$ cat src/sv/ldl_pkg.sv
// shared constants, codes and types for the layer sorted display list
package ldl_pkg;

    localparam int NUM_BANKS  = 4;
    localparam int LIST_DEPTH = 64;
    localparam int PAYLOAD_W  = 48;
    localparam int LAYER_W    = 8;

    localparam int OP_W     = 3;
    localparam int BANK_W   = 2;
    localparam int KIND_W   = 2;
    localparam int STATUS_W = 2;
    localparam int SLOT_W   = $clog2(LIST_DEPTH);
    localparam int CNT_W    = $clog2(LIST_DEPTH + 1);
    localparam int BIDX_W   = (NUM_BANKS > 1) ? $clog2(NUM_BANKS) : 1;

    localparam logic [OP_W-1:0] OP_INSERT = 3'd0;
    localparam logic [OP_W-1:0] OP_REMOVE = 3'd1;
    localparam logic [OP_W-1:0] OP_LOOKUP = 3'd2;
    localparam logic [OP_W-1:0] OP_READ   = 3'd3;
    localparam logic [OP_W-1:0] OP_CLEAR  = 3'd4;

    localparam logic [STATUS_W-1:0] STAT_OK         = 2'd0;
    localparam logic [STATUS_W-1:0] STAT_FULL       = 2'd1;
    localparam logic [STATUS_W-1:0] STAT_BAD_HANDLE = 2'd2;
    localparam logic [STATUS_W-1:0] STAT_BAD_POS    = 2'd3;

    typedef struct packed {
        logic [LAYER_W-1:0]   layer;
        logic [KIND_W-1:0]    kind;
        logic [PAYLOAD_W-1:0] payload;
    } t_entry;

    typedef struct packed {
        logic [BIDX_W-1:0] bank;
        t_entry            new_entry;
        logic [CNT_W-1:0]  cnt;
        logic [SLOT_W-1:0] slot;
        logic [CNT_W-1:0]  hidx;
        logic              cmp_en;
        logic              ins_en;
        logic              rem_en;
    } t_cell_ctl;

endpackage

$ cat src/sv/ldl_cell.sv
// one list slot of every bank: entry, handle map entry and insert compare
module ldl_cell import ldl_pkg::*; (
    input  logic              i_clk,
    input  t_cell_ctl         i_ctl,
    input  logic [CNT_W-1:0]  i_idx,
    input  t_entry            i_prev_entry,
    input  logic              i_prev_gt,
    output t_entry            o_entry,
    output logic              o_gt,
    output logic              o_ins,
    output logic [SLOT_W-1:0] o_hslot,
    output t_entry            o_rd_entry
);

    t_entry            r_ent [NUM_BANKS];
    logic [SLOT_W-1:0] r_h2s [NUM_BANKS];
    logic              r_gt;

    logic   w_below;
    logic   w_at_cnt;
    t_entry w_cur;

    assign w_cur    = r_ent[i_ctl.bank];
    assign w_below  = i_idx < i_ctl.cnt;
    assign w_at_cnt = i_idx == i_ctl.cnt;

    assign o_entry    = w_cur;
    assign o_gt       = r_gt;
    // insertion point: first slot whose layer is larger, or the top of the list
    assign o_ins      = !i_prev_gt && (r_gt || w_at_cnt);
    assign o_hslot    = (i_idx == i_ctl.hidx) ? r_h2s[i_ctl.bank] : '0;
    assign o_rd_entry = (i_idx == CNT_W'(i_ctl.slot)) ? w_cur : '0;

    always_ff @(posedge i_clk) begin
        if (i_ctl.cmp_en) begin
            r_gt <= w_below && (i_ctl.new_entry.layer < w_cur.layer);
        end
        if (i_ctl.ins_en) begin
            if (i_prev_gt) begin
                r_ent[i_ctl.bank] <= i_prev_entry;
            end else if (o_ins) begin
                r_ent[i_ctl.bank] <= i_ctl.new_entry;
            end
            if (w_below && (r_h2s[i_ctl.bank] >= i_ctl.slot)) begin
                r_h2s[i_ctl.bank] <= r_h2s[i_ctl.bank] + 1'b1;
            end else if (w_at_cnt) begin
                r_h2s[i_ctl.bank] <= i_ctl.slot;
            end
        end
        if (i_ctl.rem_en && (i_idx == CNT_W'(i_ctl.slot))) begin
            r_ent[i_ctl.bank].kind <= '0;
        end
    end

endmodule
$ cat config.mk
export PLATFORM = sky130hd
export DESIGN_NAME = ldl_cell
export DESIGN_NICKNAME = d
export VERILOG_FILES = /design/src/sv/ldl_pkg.sv /design/src/sv/ldl_cell.sv
export SDC_FILE = /design/constraint.sdc
export NUM_CORES = 1
export LEC_CHECK = 0
export BUFFER_PORTS_ARGS = -buffer_cell sky130_fd_sc_hd__buf_2
export CORE_ASPECT_RATIO = 0.75
export CORE_UTILIZATION = 54
export CTS_CLUSTER_SIZE = 12
export DETAILED_ROUTE_END_ITERATION = 10
export GPL_TIMING_DRIVEN = 0
export PLACE_DENSITY_LB_ADDON = 0.2
export RECOVER_POWER = 25
export SYNTH_ARGS = -nofsm -noshare
export SYNTH_HDL_FRONTEND = slang
export SYNTH_SLANG_ARGS = --single-unit
$ cat constraint.sdc
create_clock -name i_clk -period 7.6 [get_ports i_clk]
set_input_delay 0.76 -clock i_clk [delete_from_list [all_inputs] [get_ports i_clk]]
set_output_delay 0.76 -clock i_clk [all_outputs]
set_load 0.02 [all_outputs]
* Word level (Yosys, flattened, before mapping)
Memory sizes are Yosys's and may differ from the RTL's.
Cells that the tools add are included.
** Cells by class
- Mux-type cells :: 21
- Bitwise gates (word level) :: 3
- Add/sub/neg operators :: 1
- Equal/unequal tests :: 3
- Multipliers :: 0
- Shift operators :: 0
- Reduce and logical (&&, ||, !) cells :: 6
- Divide/modulo/power cells :: 0
- Magnitude comparators :: 3
** Operators by type and width (number)
- $mux W58 :: 2
- $mux W1 :: 16
- $eq A7 B7 Y1 :: 2
- $mux W6 :: 2
- $lt A8 B8 Y1 :: 1
- $eq A7 B6 Y1 :: 1
- $lt A7 B7 Y1 :: 1
- $add A6 B1 Y6 const B :: 1
- $ge A6 B6 Y1 :: 1
- $logic_and A1 B1 Y1 :: 4
- $or A1 B1 Y1 :: 3
- $mux W2 :: 1
- $logic_not A1 Y1 :: 1
- $logic_or A1 B1 Y1 :: 1
** Word-level totals
- Memories :: 2
- Logic and storage cells :: 40
- Latch bits :: 0
- RAM bits :: 256
- Register bits after elaboration :: 1
- ROM bits :: 0
- Bits of input ports :: 150
- Output and inout bits :: 124
** Memories
- r_ent :: depth 4, width 58, rd ports 1, clocked after memory_dff 0, write ports 1, line ldl_cell.sv:15 : t_entry r_ent [NUM_BANKS];
- r_h2s :: depth 4, width 6, rd ports 1, clocked after memory_dff 0, write ports 1, line ldl_cell.sv:16 : logic [SLOT_W-1:0] r_h2s [NUM_BANKS];

* Depth between registers and ports, before layout
- Depth in word-level cells :: 9
- Gate-level depth with buffers :: 11
- Gate-level depth less buffers :: 8

* Worst setup path after synthesis
No wires, ideal clock.
- Kind :: input-to-reg
- From :: in i_ctl[20] (netlist name)
- To :: mem r_ent[0][0] (netlist name), enable pin
- Stages on the path :: 6
- Required time :: 7.061 ns
- Library setup time :: 0.539 ns
- Path slack :: 1.696 ns
- Data arrival time :: 5.365 ns
- Buffers on the path :: 0
- Path through :: inv_1 ha_1 nand4_1 nor2_2 o31ai_1 nor3_1
** On the way
- Longest elaborated chain between the ends :: 8
** RTL lines
- start, declared :: line ldl_cell.sv:4 : input t_cell_ctl i_ctl,
- $eq A7 B7 Y1 :: line ldl_cell.sv:25 : assign w_at_cnt = i_idx == i_ctl.cnt;
- $logic_or A1 B1 Y1 :: line ldl_cell.sv:30 : assign o_ins = !i_prev_gt && (r_gt || w_at_cnt);
- $logic_and A1 B1 Y1 :: line ldl_cell.sv:30
- $mux W1 :: line ldl_cell.sv:41 : end else if (o_ins) begin
- $mux W1 :: line ldl_cell.sv:39 : if (i_prev_gt) begin
- $mux W1 :: line ldl_cell.sv:38 : if (i_ctl.ins_en) begin
- $mux W1 (not written as such) :: line ldl_cell.sv:42 : r_ent[i_ctl.bank] <= i_ctl.new_entry;
- $or A1 B1 Y1 (no source line)
- end, declared :: line ldl_cell.sv:15
Every way passes these cells.

* Final worst setup path
- From :: in i_ctl[82] (netlist name)
- To :: mem r_h2s[3][3] (netlist name), enable pin
** On the way
- Longest elaborated chain between the ends :: 7
- Elaborated cells between the ends (all ways) :: 10
- Classes of those cells :: order compare: 1; mux: 6; bitwise: 1; reduce/logical: 1; memory: 1
** RTL lines
- $mem_v2 Z4 W6
- $ge A6 B6 Y1 :: line ldl_cell.sv:44 : if (w_below && (r_h2s[i_ctl.bank] >= i_ctl.slot)) begin
- $logic_and A1 B1 Y1 :: line ldl_cell.sv:44
- $mux W1 :: line ldl_cell.sv:44
- $mux W1 :: line ldl_cell.sv:38
- $mux W1, on equally long branches :: line ldl_cell.sv:45, ldl_cell.sv:47
- $or A1 B1 Y1 (no source line)
- end, declared :: line ldl_cell.sv:16
Parallel ways exist; a longest one is shown, timed or not.

==> insert_results.sql <==
INSERT INTO impl_metrics (metric_group, metric, value, unit) VALUES
('yosys', 'post_synth_xor_area_fraction', '0.0131', ''),
('detailed_routing', 'viasPerCell', '5.55', ''),
('yosys', 'largest_family_of_logic_cells_by_synthesized_area', 'multiplexers', ''),
('flow_run', 'maxCapViolations', '0', ''),
('global_routing', 'grt_first_pass_wirelength', '36600', 'µm'),
('detailed_routing', 'drt_pass1_iterations', '4', ''),
('final_layout', 'finalNonFillerCells', '1202', ''),
('hold_path', 'min-delay-path-class', 'input pin to register', ''),
('clock_tree', 'cts_sinks', '257', ''),
('yosys', 'post_synth.cell_area_avg', '19.0', 'µm²'),
('detailed_routing', 'wl', '25000', 'µm'),
('yosys', 'synth_edf_count', '257', ''),
('clock_tree', 'postCtsHoldBufs', '0', ''),
('yosys', 'yosys_warnings', '0', ''),
('sta', 'maxSlewHeadroom', '0.189', ''),
('yosys', 'synth_simple_gate_area_frac', '0.0559', ''),
('outcome', 'outcome', 'finished clean', ''),
('yosys', 'mappedNetlistArea', '11400', 'µm²'),
('die', 'start_util', '0.557', ''),
('global_routing', 'grt_antenna_before_repair', '1', ''),
('yosys', 'synth_compound_area_frac', '0.0105', ''),
('clock_tree', 'clk_pin_slew', '0.06', 'ns'),
('clock_tree', 'clock_tree.buffer_depth', '3', ''),
('detailed_routing', 'ant_nets', '0', ''),
('clock_tree', 'cts.root.buffer_cell', 'sky130_fd_sc_hd__clkbuf_16', ''),
('die', 'placeableCoreArea', '20400', 'µm²'),
('power_and_ir_drop', 'static-leakage-power', '0.00536', 'µW'),
('sta', 'whs', '0.448', 'ns'),
('yosys', 'post_synth_fa_ha_maj_area_fraction', '0.0231', ''),
('yosys', 'synth_area_leader_cell', 'sky130_fd_sc_hd__edfxtp_1', ''),
('worst_setup_path', 'worst-path-buf-inv', '2', ''),
('sta', 'setup_viol_count_final', '0', ''),
('detailed_routing', 'detail_route.wl_per_cell', '20.8', 'µm'),
('die', 'design.portCount', '274', ''),
('sta', 'clock_skew', '0.00664', 'ns'),
('yosys', 'syn_nets', '771', ''),
('clock_tree', 'postCtsResizedCells', '0', ''),
('global_routing', 'grt_max_degree', '25', ''),
('place', 'io_buffer_count', '271', ''),
('power_and_ir_drop', 'powerDensity', '221', 'nW/µm²'),
('worst_setup_path', 'critical_path_class', 'input pin to register', ''),
('global_routing', 'first_global_vias', '6407', ''),
('worst_setup_path', 'critPathTopFamily', 'simple AND/OR/NAND/NOR gates', ''),
('place', 'gpl.final_weighted_congestion', '0.873', ''),
('yosys', 'post-synth-top-area-fraction', '0.677', ''),
('yosys', 'netlist-cell-type-count', '41', ''),
('clock_tree', 'post_cts_buffers', '0', ''),
('sta', 'setup_tns', '0', 'ns'),
('worst_setup_path', 'timing.critical_path.depth', '8', ''),
('sta', 'timing.final.crit_share', '0.468', ''),
('global_routing', 'grt_overflow', '0', ''),
('yosys', 'synth_seq_cells', '257', ''),
('worst_setup_path', 'critPathCaptureType', 'register', ''),
('hold_path', 'min_delay_path_depth', '1', ''),
('worst_setup_path', 'worstSetupStartpointType', 'input pin', ''),
('yosys', 'synth-seq-area-share', '0.677', ''),
('sta', 'hold_violations', '0', ''),
('clock_tree', 'cts_buffers', '26', ''),
('global_routing', 'grtUsageTotal', '0.230', ''),
('worst_setup_path', 'worstPathCellList', 'buf_2 -> buf_2 -> mux4_2 -> ha_1 -> nand3_1 -> o21ai_0 -> a21oi_1 -> nor3b_1', ''),
('yosys', 'async_flop_share', '0', ''),
('worst_setup_path', 'critical_path_peak_fanout', '10', ''),
('final_layout', 'drive_above_1_share', '0.440', ''),
('clock_tree', 'clock_tree_from_tritoncts', 'built', ''),
('final_layout', 'flow.area_growth_from_synthesis', '23.5', '%'),
('die', 'die_h', '128', 'µm'),
('final_layout', 'num-nets-final', '1082', ''),
('power_and_ir_drop', 'peakVddDrop', '0.193', 'mV'),
('sta', 'timing_worst_slew_pin_value', '1.21', 'ns'),
('yosys', 'ys.flop_type', 'sky130_fd_sc_hd__edfxtp_1', ''),
('worst_setup_path', 'critPathSlowestCell', 'sky130_fd_sc_hd__nor3b_1', '');
[final cells by class]
cell class	count	area, µm²
clock buffers	32	694
fillers	1368	6370
inverters	22	82.6
repair buffers	283	1570
diodes	1	2.50
well taps	282	353
flip-flops and latches	257	7720
plain buffers	28	198
clock inverters	4	46.3
multi-input cells	293	3410
[registers in the layout (all words and copies together), names as in the netlist]
name and count:
r_h2s 24, o_gt 1, r_ent 232
[cells in the mapped netlist (5+ instances only)]
cell type,instances
sky130_fd_sc_hd__buf_6,9
sky130_fd_sc_hd__nor2_1,21
sky130_fd_sc_hd__clkbuf_1,5
sky130_fd_sc_hd__and2_1,6
sky130_fd_sc_hd__a21oi_1,7
sky130_fd_sc_hd__mux4_2,47
sky130_fd_sc_hd__buf_2,11
sky130_fd_sc_hd__xor2_1,8
sky130_fd_sc_hd__mux2i_1,6
sky130_fd_sc_hd__mux2_2,57
sky130_fd_sc_hd__xnor2_1,9
sky130_fd_sc_hd__nor2b_1,52
sky130_fd_sc_hd__nand2_1,5
sky130_fd_sc_hd__inv_1,22
sky130_fd_sc_hd__ha_1,21
sky130_fd_sc_hd__edfxtp_1,257
sky130_fd_sc_hd__mux4_1,17
[layer usage]
| layer | GRT usage | share of wire | vias up |
|---|---|---|---|
| met4 | 0.0387 | 0.012 | 0 |
| met3 | 0.0337 | 0.071 | 24 |
| met1 | 0.330 | 0.43 | 3337 |
| met5 | 0 | 0 | - |
| li1 | - | - | 3002 |
| met2 | 0.382 | 0.49 | 314 |
[layout by cell type, fill, tap and decap left out, types with 17 or more instances in the layout]
cell type | synthesis | layout
sky130_fd_sc_hd__buf_2 | 11 | 276
sky130_fd_sc_hd__clkbuf_1 | 5 | 17
sky130_fd_sc_hd__clkbuf_16 | 0 | 27
sky130_fd_sc_hd__edfxtp_1 | 257 | 257
sky130_fd_sc_hd__ha_1 | 21 | 21
sky130_fd_sc_hd__inv_1 | 22 | 22
sky130_fd_sc_hd__mux2_1 | 1 | 39
sky130_fd_sc_hd__mux2_2 | 57 | 19
sky130_fd_sc_hd__mux4_1 | 17 | 17
sky130_fd_sc_hd__mux4_2 | 47 | 47
sky130_fd_sc_hd__nor2_1 | 21 | 19
sky130_fd_sc_hd__nor2b_1 | 52 | 52
[worst register-to-register path, delay by kind of cell (launching register included)]
kind / cells / cell delay, ns
multiplexers: 1 / 0.55
AO/OA/AOI/OAI: 4 / 0.77
flip-flops: 1 / 0.37
AND/OR/NAND/NOR: 1 / 1.00
adder cells (fa/ha/maj): 1 / 0.33
[worst paths after layout]
check | startpoint | slack, ns | to
max reg2reg | r_h2s[2][2] | 4.19 | r_h2s[3][3]
min reg2reg | r_h2s[3][5] | 1.01 | r_h2s[1][5]
max | i_ctl[82] | 4.05 | r_h2s[3][3]
min | i_ctl[2] | 0.45 | o_gt
[kinds of logic (layout without fill, tap and decap cells)]
logic type      after synthesis  in the layout
flops                       257            257
mux                         128            128
simple gates                109            109
buf+inv                      50            369
fa+ha+maj                    21             21
compound gates               18             18
xor+xnor                     17             17
other cells                   0              1
[per-stage QoR]
stage / setup WS [ns] / util / total power, µW / cell area (µm²)
2_1_floorplan: 1.70 / - / 1870 / 11400
3_5_place_dp: 3.48 / 0.653 / 2010 / 13300
5_1_grt: 3.82 / 0.688 / 3210 / 14100
3_3_place_gp: -1.50 / 0.641 / 1990 / 13100
6_report: 4.05 / 0.688 / 3110 / 14100
4_1_cts: 4.02 / 0.689 / 3140 / 14100
[where the power goes]
part           leakage [µW]  internal (µW)  switching, µW
registers           0.00234           1620           10.3
logic               0.00266            147            193
clock network      0.000358            668            471
total               0.00536           2440            675
(Power assumes the default switching activity.)
